<file path="src/rtl/idf_pkg.sv">
// Shared types, constants and packet-format lookups for the IMU packet deframer.
`default_nettype none

package idf_pkg;

	// APB register map: 32-bit registers, byte address 4*index
	localparam int unsigned APB_ADDR_W = 3;
	localparam int unsigned APB_DATA_W = 32;
	localparam int unsigned REG_IDX_W  = APB_ADDR_W - 2;

	localparam logic [REG_IDX_W-1:0] REG_MODE = 1'b0;

	// Output buffer holds two results
	localparam int unsigned OB_DEPTH = 2;

	typedef logic [1:0] mode_t;

	typedef struct packed {
		logic [31:0] word_value;
		logic [4:0]  word_index;
		logic        is_status;
		logic        checksum_ok;
	} result_t;

	function automatic logic [7:0] hdr_of(input mode_t m);
		logic [7:0] h;
		unique case (m)
			2'd0: h = 8'hCF;
			2'd1: h = 8'hD2;
			2'd2: h = 8'hC8;
			2'd3: h = 8'hCC;
			default: h = 8'hCF;
		endcase
		return h;
	endfunction

	function automatic logic [4:0] words_of(input mode_t m);
		logic [4:0] n;
		unique case (m)
			2'd0: n = 5'd6;
			2'd1: n = 5'd9;
			2'd2: n = 5'd15;
			2'd3: n = 5'd18;
			default: n = 5'd6;
		endcase
		return n;
	endfunction

	// Total packet length in bytes: header, words, 4 timer bytes, 2 checksum bytes
	function automatic logic [6:0] size_of(input mode_t m);
		logic [6:0] s;
		unique case (m)
			2'd0: s = 7'd31;
			2'd1: s = 7'd43;
			2'd2: s = 7'd67;
			2'd3: s = 7'd79;
			default: s = 7'd31;
		endcase
		return s;
	endfunction

	// First position past the data words
	function automatic logic [6:0] data_end_of(input mode_t m);
		return 7'd1 + {words_of(m), 2'b00};
	endfunction

	// Position of the checksum high byte
	function automatic logic [6:0] chk_pos_of(input mode_t m);
		return size_of(m) - 7'd2;
	endfunction

endpackage

`default_nettype wire

</file>
<file path="src/rtl/idf_if.sv">
// Valid/ready channel interfaces for received bytes and deframer results.
`default_nettype none

interface idf_byte_if;
	logic       valid;
	logic       ready;
	logic [7:0] rx_byte;

	modport source (output valid, output rx_byte, input ready);
	modport sink (input valid, input rx_byte, output ready);
endinterface

interface idf_result_if;
	logic        valid;
	logic        ready;
	logic [31:0] word_value;
	logic [4:0]  word_index;
	logic        is_status;
	logic        checksum_ok;

	modport source (output valid, output word_value, output word_index,
		output is_status, output checksum_ok, input ready);
	modport sink (input valid, input word_value, input word_index,
		input is_status, input checksum_ok, output ready);
endinterface

`default_nettype wire

</file>
<file path="src/rtl/idf_cfg_regs.sv">
// APB configuration register block holding the packet mode.
`default_nettype none

module idf_cfg_regs import idf_pkg::*; (
	input  wire logic                  clk,
	input  wire logic                  arst_n,
	input  wire logic                  psel,
	input  wire logic                  penable,
	input  wire logic                  pwrite,
	input  wire logic [APB_ADDR_W-1:0] paddr,
	input  wire logic [APB_DATA_W-1:0] pwdata,
	output logic      [APB_DATA_W-1:0] prdata,
	output logic                       pready,
	output mode_t                      mode,
	output logic                       cfg_clear
);

	logic [REG_IDX_W-1:0] reg_idx;
	logic                 wr_en;
	mode_t                mode_q;

	assign reg_idx = paddr[APB_ADDR_W-1:2];
	assign pready  = 1'b1;
	assign wr_en   = psel && penable && pwrite && pready;

	// A mode write also restarts the framer
	assign cfg_clear = wr_en && (reg_idx == REG_MODE);

	always_ff @(posedge clk or negedge arst_n) begin
		if (!arst_n) begin
			mode_q <= 2'd0;
		end else if (cfg_clear) begin
			mode_q <= pwdata[1:0];
		end
	end

	assign mode = mode_q;

	always_comb begin
		prdata = '0;
		if (reg_idx == REG_MODE) begin
			prdata = {{(APB_DATA_W-2){1'b0}}, mode_q};
		end
	end

endmodule

`default_nettype wire

</file>
<file path="src/rtl/idf_framer.sv">
// Input byte register and single-pass packet framing logic.
`default_nettype none

module idf_framer import idf_pkg::*; (
	input  wire logic       clk,
	input  wire logic       arst_n,
	idf_byte_if.sink        rx,
	input  wire mode_t      mode,
	input  wire logic       cfg_clear,
	input  wire logic [1:0] buf_avail,
	output logic            res_valid,
	output result_t         res
);

	logic        valid_s1;
	logic [7:0]  byte_s1;

	logic        in_pkt_q, in_pkt_d;
	logic [6:0]  pos_q, pos_d;
	logic [15:0] sum_q, sum_d;
	logic [23:0] shift_q, shift_d;
	logic [7:0]  sumhi_q, sumhi_d;

	logic [6:0]  word_pos;
	logic [6:0]  chk_pos;
	logic [6:0]  data_end;

	// Take a byte only if the output buffer has room for it and the one in flight
	assign rx.ready = buf_avail > {1'b0, valid_s1};

	always_ff @(posedge clk or negedge arst_n) begin
		if (!arst_n) begin
			valid_s1 <= 1'b0;
		end else if (cfg_clear) begin
			valid_s1 <= 1'b0;
		end else begin
			valid_s1 <= rx.valid && rx.ready;
		end
	end

	always_ff @(posedge clk) begin
		if (rx.valid && rx.ready) begin
			byte_s1 <= rx.rx_byte;
		end
	end

	assign word_pos = pos_q - 7'd1;
	assign chk_pos  = chk_pos_of(mode);
	assign data_end = data_end_of(mode);

	always_comb begin
		in_pkt_d  = in_pkt_q;
		pos_d     = pos_q;
		sum_d     = sum_q;
		shift_d   = shift_q;
		sumhi_d   = sumhi_q;
		res_valid = 1'b0;
		res       = '0;
		if (valid_s1) begin
			if (!in_pkt_q) begin
				if (byte_s1 == hdr_of(mode)) begin
					in_pkt_d = 1'b1;
					pos_d    = 7'd1;
					sum_d    = {8'h00, byte_s1};
					shift_d  = '0;
					sumhi_d  = '0;
				end
			end else begin
				pos_d = pos_q + 7'd1;
				if (pos_q < chk_pos) begin
					sum_d = sum_q + {8'h00, byte_s1};
					if (pos_q < data_end) begin
						if (word_pos[1:0] == 2'b11) begin
							res_valid       = 1'b1;
							res.word_value  = {shift_q, byte_s1};
							res.word_index  = word_pos[6:2];
							shift_d         = '0;
						end else begin
							shift_d = {shift_q[15:0], byte_s1};
						end
					end
				end else if (pos_q == chk_pos) begin
					sumhi_d = byte_s1;
				end else begin
					// last checksum byte: report and go back to hunting
					res_valid       = 1'b1;
					res.is_status   = 1'b1;
					res.checksum_ok = ({sumhi_q, byte_s1} == sum_q);
					in_pkt_d        = 1'b0;
					pos_d           = '0;
					sum_d           = '0;
					shift_d         = '0;
					sumhi_d         = '0;
				end
			end
		end
	end

	always_ff @(posedge clk or negedge arst_n) begin
		if (!arst_n) begin
			in_pkt_q <= 1'b0;
			pos_q    <= '0;
			sum_q    <= '0;
			shift_q  <= '0;
			sumhi_q  <= '0;
		end else if (cfg_clear) begin
			in_pkt_q <= 1'b0;
			pos_q    <= '0;
			sum_q    <= '0;
			shift_q  <= '0;
			sumhi_q  <= '0;
		end else begin
			in_pkt_q <= in_pkt_d;
			pos_q    <= pos_d;
			sum_q    <= sum_d;
			shift_q  <= shift_d;
			sumhi_q  <= sumhi_d;
		end
	end

endmodule

`default_nettype wire

</file>
<file path="src/rtl/idf_out_buf.sv">
// Two-entry result buffer that decouples the framer from the result channel.
`default_nettype none

module idf_out_buf import idf_pkg::*; (
	input  wire logic    clk,
	input  wire logic    arst_n,
	input  wire logic    push,
	input  wire result_t push_data,
	idf_result_if.source res,
	output logic [1:0]   avail
);

	result_t    entry_q [OB_DEPTH];
	logic       wr_ptr_q;
	logic       rd_ptr_q;
	logic [1:0] cnt_q;
	logic       pop;
	result_t    head;

	assign pop  = res.valid && res.ready;
	assign head = entry_q[rd_ptr_q];

	// Free slots counting the entry leaving this cycle
	assign avail = 2'(OB_DEPTH) - cnt_q + {1'b0, pop};

	assign res.valid       = cnt_q != 2'd0;
	assign res.word_value  = head.word_value;
	assign res.word_index  = head.word_index;
	assign res.is_status   = head.is_status;
	assign res.checksum_ok = head.checksum_ok;

	always_ff @(posedge clk) begin
		if (push) begin
			entry_q[wr_ptr_q] <= push_data;
		end
	end

	always_ff @(posedge clk or negedge arst_n) begin
		if (!arst_n) begin
			wr_ptr_q <= 1'b0;
			rd_ptr_q <= 1'b0;
			cnt_q    <= 2'd0;
		end else begin
			if (push) begin
				wr_ptr_q <= ~wr_ptr_q;
			end
			if (pop) begin
				rd_ptr_q <= ~rd_ptr_q;
			end
			cnt_q <= cnt_q + {1'b0, push} - {1'b0, pop};
		end
	end

endmodule

`default_nettype wire

</file>
<file path="src/rtl/imu_packet_deframer.sv">
// Top level of the IMU packet deframer: one serial byte in, data words and status out.
// Path: the byte that completes a result is held in the byte register, and the result is
// then written to the result buffer, which drives res.valid.
// Throughput: one byte per cycle, set by the single-pass framer between the input byte
// register and the two-entry result buffer; ready drops only when that buffer backs up.
// Reset (arst_n low, asynchronous): mode 0, framer hunting, buffer empty.
`default_nettype none

module imu_packet_deframer import idf_pkg::*; (
	input  wire logic                  clk,
	input  wire logic                  arst_n,
	input  wire logic                  psel,
	input  wire logic                  penable,
	input  wire logic                  pwrite,
	input  wire logic [APB_ADDR_W-1:0] paddr,
	input  wire logic [APB_DATA_W-1:0] pwdata,
	output logic      [APB_DATA_W-1:0] prdata,
	output logic                       pready,
	idf_byte_if.sink                   rx,
	idf_result_if.source               res
);

	mode_t      mode;
	logic       cfg_clear;
	logic [1:0] buf_avail;
	logic       fr_valid;
	result_t    fr_res;

	// Mode register; a write drops any partial packet
	idf_cfg_regs u_cfg (
		.clk       (clk),
		.arst_n    (arst_n),
		.psel      (psel),
		.penable   (penable),
		.pwrite    (pwrite),
		.paddr     (paddr),
		.pwdata    (pwdata),
		.prdata    (prdata),
		.pready    (pready),
		.mode      (mode),
		.cfg_clear (cfg_clear)
	);

	// Header hunt, word assembly, sum16 and checksum compare, one byte a cycle while the result buffer has room
	idf_framer u_framer (
		.clk       (clk),
		.arst_n    (arst_n),
		.rx        (rx),
		.mode      (mode),
		.cfg_clear (cfg_clear),
		.buf_avail (buf_avail),
		.res_valid (fr_valid),
		.res       (fr_res)
	);

	// Result registers; bytes keep flowing while a result waits downstream
	idf_out_buf u_obuf (
		.clk       (clk),
		.arst_n    (arst_n),
		.push      (fr_valid),
		.push_data (fr_res),
		.res       (res),
		.avail     (buf_avail)
	);

endmodule

`default_nettype wire
</file>
<file path="src/flat_wrapper.sv">
// flat-port wrapper written by rule: the top's interface ports become plain ports
module imu_packet_deframer_flat import idf_pkg::*;
  (clk, arst_n, psel, penable, pwrite, paddr, pwdata, prdata, pready, rx_valid, rx_rx_byte, rx_ready, res_valid, res_word_value, res_word_index, res_is_status, res_checksum_ok, res_ready);
  idf_byte_if rx_i ();
  idf_result_if res_i ();
  input  wire logic clk;
  input  wire logic arst_n;
  input  wire logic psel;
  input  wire logic penable;
  input  wire logic pwrite;
  input  wire logic [APB_ADDR_W-1:0] paddr;
  input  wire logic [APB_DATA_W-1:0] pwdata;
  output logic      [APB_DATA_W-1:0] prdata;
  output logic pready;
  input wire logic [$bits(rx_i.valid)-1:0] rx_valid;
  input wire logic [$bits(rx_i.rx_byte)-1:0] rx_rx_byte;
  output wire logic [$bits(rx_i.ready)-1:0] rx_ready;
  output wire logic [$bits(res_i.valid)-1:0] res_valid;
  output wire logic [$bits(res_i.word_value)-1:0] res_word_value;
  output wire logic [$bits(res_i.word_index)-1:0] res_word_index;
  output wire logic [$bits(res_i.is_status)-1:0] res_is_status;
  output wire logic [$bits(res_i.checksum_ok)-1:0] res_checksum_ok;
  input wire logic [$bits(res_i.ready)-1:0] res_ready;
  assign rx_i.valid = rx_valid;
  assign rx_i.rx_byte = rx_rx_byte;
  assign rx_ready = rx_i.ready;
  assign res_valid = res_i.valid;
  assign res_word_value = res_i.word_value;
  assign res_word_index = res_i.word_index;
  assign res_is_status = res_i.is_status;
  assign res_checksum_ok = res_i.checksum_ok;
  assign res_i.ready = res_ready;
  imu_packet_deframer u_core (.clk(clk), .arst_n(arst_n), .psel(psel), .penable(penable), .pwrite(pwrite), .paddr(paddr), .pwdata(pwdata), .prdata(prdata), .pready(pready), .rx(rx_i), .res(res_i));
endmodule
</file>
<file path="config.mk">
export PLATFORM = sky130hd
export DESIGN_NAME = imu_packet_deframer_flat
export DESIGN_NICKNAME = d
export VERILOG_FILES = /design/src/rtl/idf_pkg.sv /design/src/rtl/idf_if.sv /design/src/rtl/idf_cfg_regs.sv /design/src/rtl/idf_framer.sv /design/src/rtl/idf_out_buf.sv /design/src/rtl/imu_packet_deframer.sv /design/src/flat_wrapper.sv
export SDC_FILE = /design/constraint.sdc
export NUM_CORES = 1
export LEC_CHECK = 0
export ABC_AREA = 0
export ABC_CLOCK_PERIOD_IN_PS = 6900
export BUFFER_PORTS_ARGS = -buffer_cell sky130_fd_sc_hd__buf_2
export CORE_MARGIN = 1.5
export CORE_UTILIZATION = 61
export DETAILED_ROUTE_END_ITERATION = 7
export HOLD_SLACK_MARGIN = 0.06
export PLACE_DENSITY = 0.86
export SYNTH_ARGS = -nofsm -noshare
export SYNTH_HDL_FRONTEND = slang
export SYNTH_SLANG_ARGS = --single-unit
</file>
<file path="constraint.sdc">
create_clock -name clk -period 6.9 [get_ports clk]
set_input_delay 1.38 -clock clk [delete_from_list [all_inputs] [get_ports clk]]
set_output_delay 1.38 -clock clk [all_outputs]
set_load 0.05 [all_outputs]
</file>
== Yosys cells after proc, flatten, opt, wreduce, memory -nomap -nowiden ==
Memories as Yosys holds them, arrays and structs flattened.
Cells that the tools add are included.

* Memories kept: 1
* Latch bits: 0
* ROM bits: 0
* Bits in writable memories: 78
* Word-level logic and storage cells: 104
* Register bits after elaboration: 71
* Output and inout port bits: 74

{| class="wikitable"
|+ Memory list
! name !! words !! bits a word !! read ports !! clocked after memory_dff !! write ports !! line !! text
|-
| u_core.u_obuf.entry_q || 2 || 39 || 1 || 0 || 1 || idf_out_buf.sv:13 || <nowiki>result_t entry_q [OB_DEPTH];</nowiki>
|}

* Multiplexer cells: 54
* Add/subtract/negate cells: 9
* $lt $le $gt $ge: 3
* Bitwise logic cells: 3
* Shift operators: 0
* Eq/ne operators: 10
* Multiply operators: 0
* Divide/modulo/power cells: 0
* Reductions and logical operators: 13

{| class="wikitable"
|+ Operators by type and width
! operator !! count
|-
| $mux 24 || 8
|-
| $mux 37 || 3
|-
| $mux 16 || 6
|-
| $mux 39 || 2
|-
| $mux 8 || 8
|-
| $mux 7 || 6
|-
| $pmux 8 s4 || 1
|-
| $pmux 7 s4 || 1
|-
| $pmux 5 s4 || 1
|-
| $add 16x8->16 || 1
|-
| $eq 16x16->1 || 1
|-
| $mux 1 || 15
|-
| $lt 7x7->1 || 2
|-
| $eq 8x8->1 || 1
|-
| $add 1x7->7 const A || 1
|-
| $add 7x1->7 const B || 1
|-
| $eq 7x7->1 || 1
|-
| $sub 7x1->7 const B || 1
|-
| $sub 7x2->7 const B || 1
|-
| $eq 2x2->1 const B || 3
|-
| $mux 2 || 3
|-
| $reduce_and 3->1 || 2
|-
| $logic_and 1x1->1 || 5
|-
| $add 2x1->2 || 2
|-
| other kinds (13) || 16
|}

== Depth between registers and ports, before layout ==
* Depth after elaboration: 10
* Depth in mapped cells: 13
* Gate-level depth less buffers: 13

== Hierarchy ==
Synthesis repeated with hierarchy kept, for this count alone.

* Cells, all modules: 604
* Area, all modules: 7,517.2 µm²

{| class="wikitable"
|+ By module, submodules not included
! module !! area an instance (µm²) !! cells an instance !! sequential area each (µm²) !! instances
|-
| idf_framer || 4,105.2 || 423 || 1,666.6 || 1
|-
| idf_out_buf || 3,046.7 || 140 || 2,442.3 || 1
|-
| idf_cfg_regs || 365.4 || 41 || 50.0 || 1
|}

== Least setup slack after synthesis ==
OpenSTA, ideal clock, no wires.

* Path type: in2out
* Start point: input res_ready
* End point: output rx_ready
* Arrival time: 3.155 ns
* Path slack: 2.365 ns
* Cell stages on the path: 4
* Buffers on the path: 0
* Cell sequence: nand2_1 -> ha_1 -> ha_1 -> o21ai_0

* Word-level cells in the longest chain between the ends: 3

{| class="wikitable"
|+ Ends and longest elaborated chain
! element !! line !! text
|-
| start, declared || flat_wrapper.sv:23 || <nowiki>input wire logic [$bits(res_i.ready)-1:0] res_ready;</nowiki>
|-
| $logic_and 1x1->1 || idf_out_buf.sv:20 || <nowiki>assign pop = res.valid && res.ready;</nowiki>
|-
| $add 2x1->2 || idf_out_buf.sv:24 || <nowiki>assign avail = 2'(OB_DEPTH) - cnt_q + {1'b0, pop};</nowiki>
|-
| $gt 2x1->1 || idf_framer.sv:29 || <nowiki>assign rx.ready = buf_avail > {1'b0, valid_s1};</nowiki>
|-
| end, declared || flat_wrapper.sv:17 || <nowiki>output wire logic [$bits(rx_i.ready)-1:0] rx_ready;</nowiki>
|}

No other way between the ends.

== Worst setup path after layout ==
* Start point: register u_core.u_cfg.mode_q[1] (netlist: u_core.u_cfg.mode[1])
* End point: memory u_core.u_obuf.entry_q[0][37] (netlist name), enable pin

* Word-level cells in the longest chain between the ends: 10

{| class="wikitable"
|+ Ends and longest elaborated chain
! element !! line !! text
|-
| start, declared || idf_cfg_regs.sv:20 || <nowiki>mode_t mode_q;</nowiki>
|-
| start signal, assigned || idf_cfg_regs.sv:33 || <nowiki>mode_q <= pwdata[1:0];</nowiki>
|-
| $eq 2x2->1, or another cell as far along || idf_pkg.sv:39, idf_pkg.sv:52 ||
|-
| $pmux 5 s4 / $pmux 7 s4 (equally long branches) || idf_pkg.sv:39, idf_pkg.sv:52 ||
|-
| $add 1x7->7 / $sub 7x2->7 (equally long branches) || idf_pkg.sv:64, idf_pkg.sv:69 ||
|-
| $lt 7x7->1 / $eq 7x7->1 (equally long branches) || idf_framer.sv:72, idf_framer.sv:82 ||
|-
| $mux 1 (on tied branches) || idf_framer.sv:72, idf_framer.sv:82 ||
|-
| $mux 1 (*) || idf_framer.sv:70 || <nowiki>if (pos_q < chk_pos) begin</nowiki>
|-
| $mux 1 (*) || idf_framer.sv:60 || <nowiki>if (!in_pkt_q) begin</nowiki>
|-
| $mux 1 (*) || idf_framer.sv:59 || <nowiki>if (valid_s1) begin</nowiki>
|-
| $mux 1 (*) || idf_out_buf.sv:33 || <nowiki>if (push) begin</nowiki>
|-
| $mux 1 (not written as such) (*) || idf_out_buf.sv:34 || <nowiki>entry_q[wr_ptr_q] <= push_data;</nowiki>
|-
| end, declared || idf_out_buf.sv:13 ||
|}

Mark *: on every way between the ends. The rest lies on a longest branch, timed or not. The select of a mux whose other input is x is not followed.

==> impl_metrics.ini <==
[route]
viasPerCell = 6.34
dr_total_vias = 5167
drt-initial-drc-count = 413
ant_nets = 0
drc = 0
dr.pass1.iters = 5
wl_per_cell_um = 19.8
routed_wl_um = 16200

[final_layout]
syn_to_final_growth_pct = 11.3
antenna_cells = 0
fin_nets = 737
finalInstanceArea_um2 = 8380
drive_above_1_share_pct = 23.8

[place]
postPlaceCellArea_um2 = 7810
port_buffers = 60
hpwlAfterDp_um = 10300
routabilityCongestion = 0.913

[floorplanning]
core_um2 = 12000
die_x_um = 114
initial_utilization_pct = 62.7
dieArea_um2 = 13000
fp-row-count = 40
die_h_um = 114
io_pins = 124

[synthesis]
ys_top_cells_by_area = edfxtp_1 (34%), dfrtp_1 (21%), mux2_2 (6.4%)
syn-mean-instance-area_um2 = 12.5
ys_ff_latch = 149
synth.most_common_cell = edfxtp_1
synth-edff-count = 86
synth_top_area_share_pct = 34.3
syn_inst = 600
netlist-cell-type-count = 68
netlist_top_cells_count = edfxtp_1 (86), dfrtp_1 (63), mux2_2 (43), and3_1 (36)
ys.flop_type = edfxtp_1
synth_warnings = 0
syn_area_um2 = 7530
async_flop_share_pct = 42.3
synth-seq-area-share_pct = 55.3
yosysTopAreaCell = edfxtp_1

[sta]
drv_slew = 0
finalSetupViolCount = 0
slew-limit-headroom_pct = 21.5
worst_slew_pin_slew_ps = 1170
rsz0062_at_grt = no
max_freq_ghz = 0.238
tns_ps = 0
finalCriticalPeriod_ps = 4210
period_share_pct = 61.0
fin_skew_ps = 8.09
hold_viol = 0

[pwr]
p_leak_nw = 3.42
peakVddDrop_uv = 290
powerDensity_nw_per_um2 = 401

[job]
maxCapViolCount = 0

[setup_path]
cpPeakStageDelay_ps = 970
crit_required_ps = 6930
cp_slowest_cell = nor2_4
cp.arrival_ps = 4240
path_class = reg2reg
critPathMaxFanout = 39
cp_cell_sequence = inv_1, ha_1, inv_1, ha_1, and4_1, and3_1, a211oi_1, a21oi_1, nor2_4
crit_family = simple AND/OR/NAND/NOR gates
path_buf_inv = 2
crit_path_start_kind = flip-flop
critPathCaptureType = flip-flop

[global_route]
met1_usage_pct = 32.1
grt_max_degree = 64
top_usage_layer = met2
overflow = 0
antenna_found_initial = 0
grt_pass1_vias = 5094
grt_pass1_wl_um = 25800
grtUsageMet3_pct = 5.61
grtUsageMet2_pct = 42.9
gr-usage-all-layers_pct = 26.1

[cts]
htree_num_levels = 4
cts_root_buf = clkbuf_16
cts_resized = 0
cts_made_buffers = 17
clockBufferDepth = 2
cts_tree = yes
clkTransAtPathRegs_ps = 60
post_cts_buffers = 0
ctsHoldBuffers = 0
cts.sinks = 149
insertion_delay_ps = 420

[outcome]
status = finished, final reports clean

[worst_hold_path]
hp-class = reg2reg
[metrics by stage]
| stage | util, % | std cells | total power, mW | hold slack (ps) | setup slack (ps) |
|---|---|---|---|---|---|
| final | 69.8 | 815 | 3.36 | 489 | 2690 |
| after global routing | 69.8 | 815 | 3.52 | 494 | 2440 |
| after CTS | 69.8 | 815 | 3.36 | 486 | 2750 |
| after detailed placement | 65.0 | 783 | 2.46 | 469 | 2800 |
| after global placement | 65.0 | 783 | 2.41 | 465 | 2780 |
| after floorplan | - | 629 | 2.20 | 468 | 2360 |
[layout by cell type, fill, tap and decap left out, drive strengths merged, types with 9 or more instances in the layout]
cell	n
edfxtp	86
buf	67
dfrtp	63
mux2	43
and3	36
ha	31
conb	31
o21ai	31
inv	27
nand2	25
a32o	24
clkbuf	22
nor2	21
a21oi	17
xnor2	17
nand3	12
o31ai	9
[worst paths after layout]
check,start,end,slack [ps],depth (start not counted)
setup / recovery,u_core.u_cfg.mode[1],u_core.u_obuf.entry_q[0][37],2690,9
hold / removal,u_core.u_obuf.rd_ptr_q,u_core.u_obuf.rd_ptr_q,490,1
setup reg to reg,u_core.u_cfg.mode[1],u_core.u_obuf.entry_q[0][37],2690,9
hold reg to reg,u_core.u_obuf.rd_ptr_q,u_core.u_obuf.rd_ptr_q,490,1
max in group asynchronous,arst_n,u_core.u_framer.sum_q[13],5230,2
min in group asynchronous,arst_n,u_core.u_framer.valid_s1,1130,2
[registers in the layout, indices dropped and copies added, names as in the netlist]
register                  count
u_core.u_obuf.entry_q        78
u_core.u_framer.shift_q      24
u_core.u_framer.sum_q        16
u_core.u_framer.byte_s1       8
u_core.u_framer.sumhi_q       8
u_core.u_framer.pos_q         7
u_core.u_cfg.mode             2
u_core.u_obuf.cnt_q           2
u_core.u_framer.in_pkt_q      1
u_core.u_framer.valid_s1      1
u_core.u_obuf.rd_ptr_q        1
u_core.u_obuf.wr_ptr_q        1
[cell families after synthesis]
kind of cell / share of synthesized area, %
xor gates and xnor gates: 2.56
buffers and inverters: 6.33
and+or+nand+nor: 11.1
adders and majority gates: 5.42
DFF: 55.3
muxes: 6.57
AOI/OAI and AO/OA: 12.7
other: 0.0998
[final cells by class]
type	instances	area, um2
Tap cell	147	184
Clock inverter	10	95.1
Multi-Input combinational cell	396	3020
Sequential cell	149	4160
Fill cell	823	3630
Inverter	24	90.1
Clock buffer	22	474
Timing Repair Buffer	67	353
[metal layers]
| metal | wire length [um] | share of wire, % |
|---|---|---|
| met5 | 0 | 0 |
| met4 | 654 | 4.0 |
| met3 | 943 | 5.8 |
| met2 | 8120 | 50 |
| met1 | 6450 | 40 |
[report_power, final]
| part | switching [mW] | total, mW | internal (mW) |
|---|---|---|---|
| Clock | 0.355 | 0.881 | 0.526 |
| Sequential | 0.178 | 1.26 | 1.08 |
| Combinational | 0.790 | 1.22 | 0.428 |
| Total | 1.32 | 3.36 | 2.03 |
No activity file was read; power rests on OpenSTA's default activity.
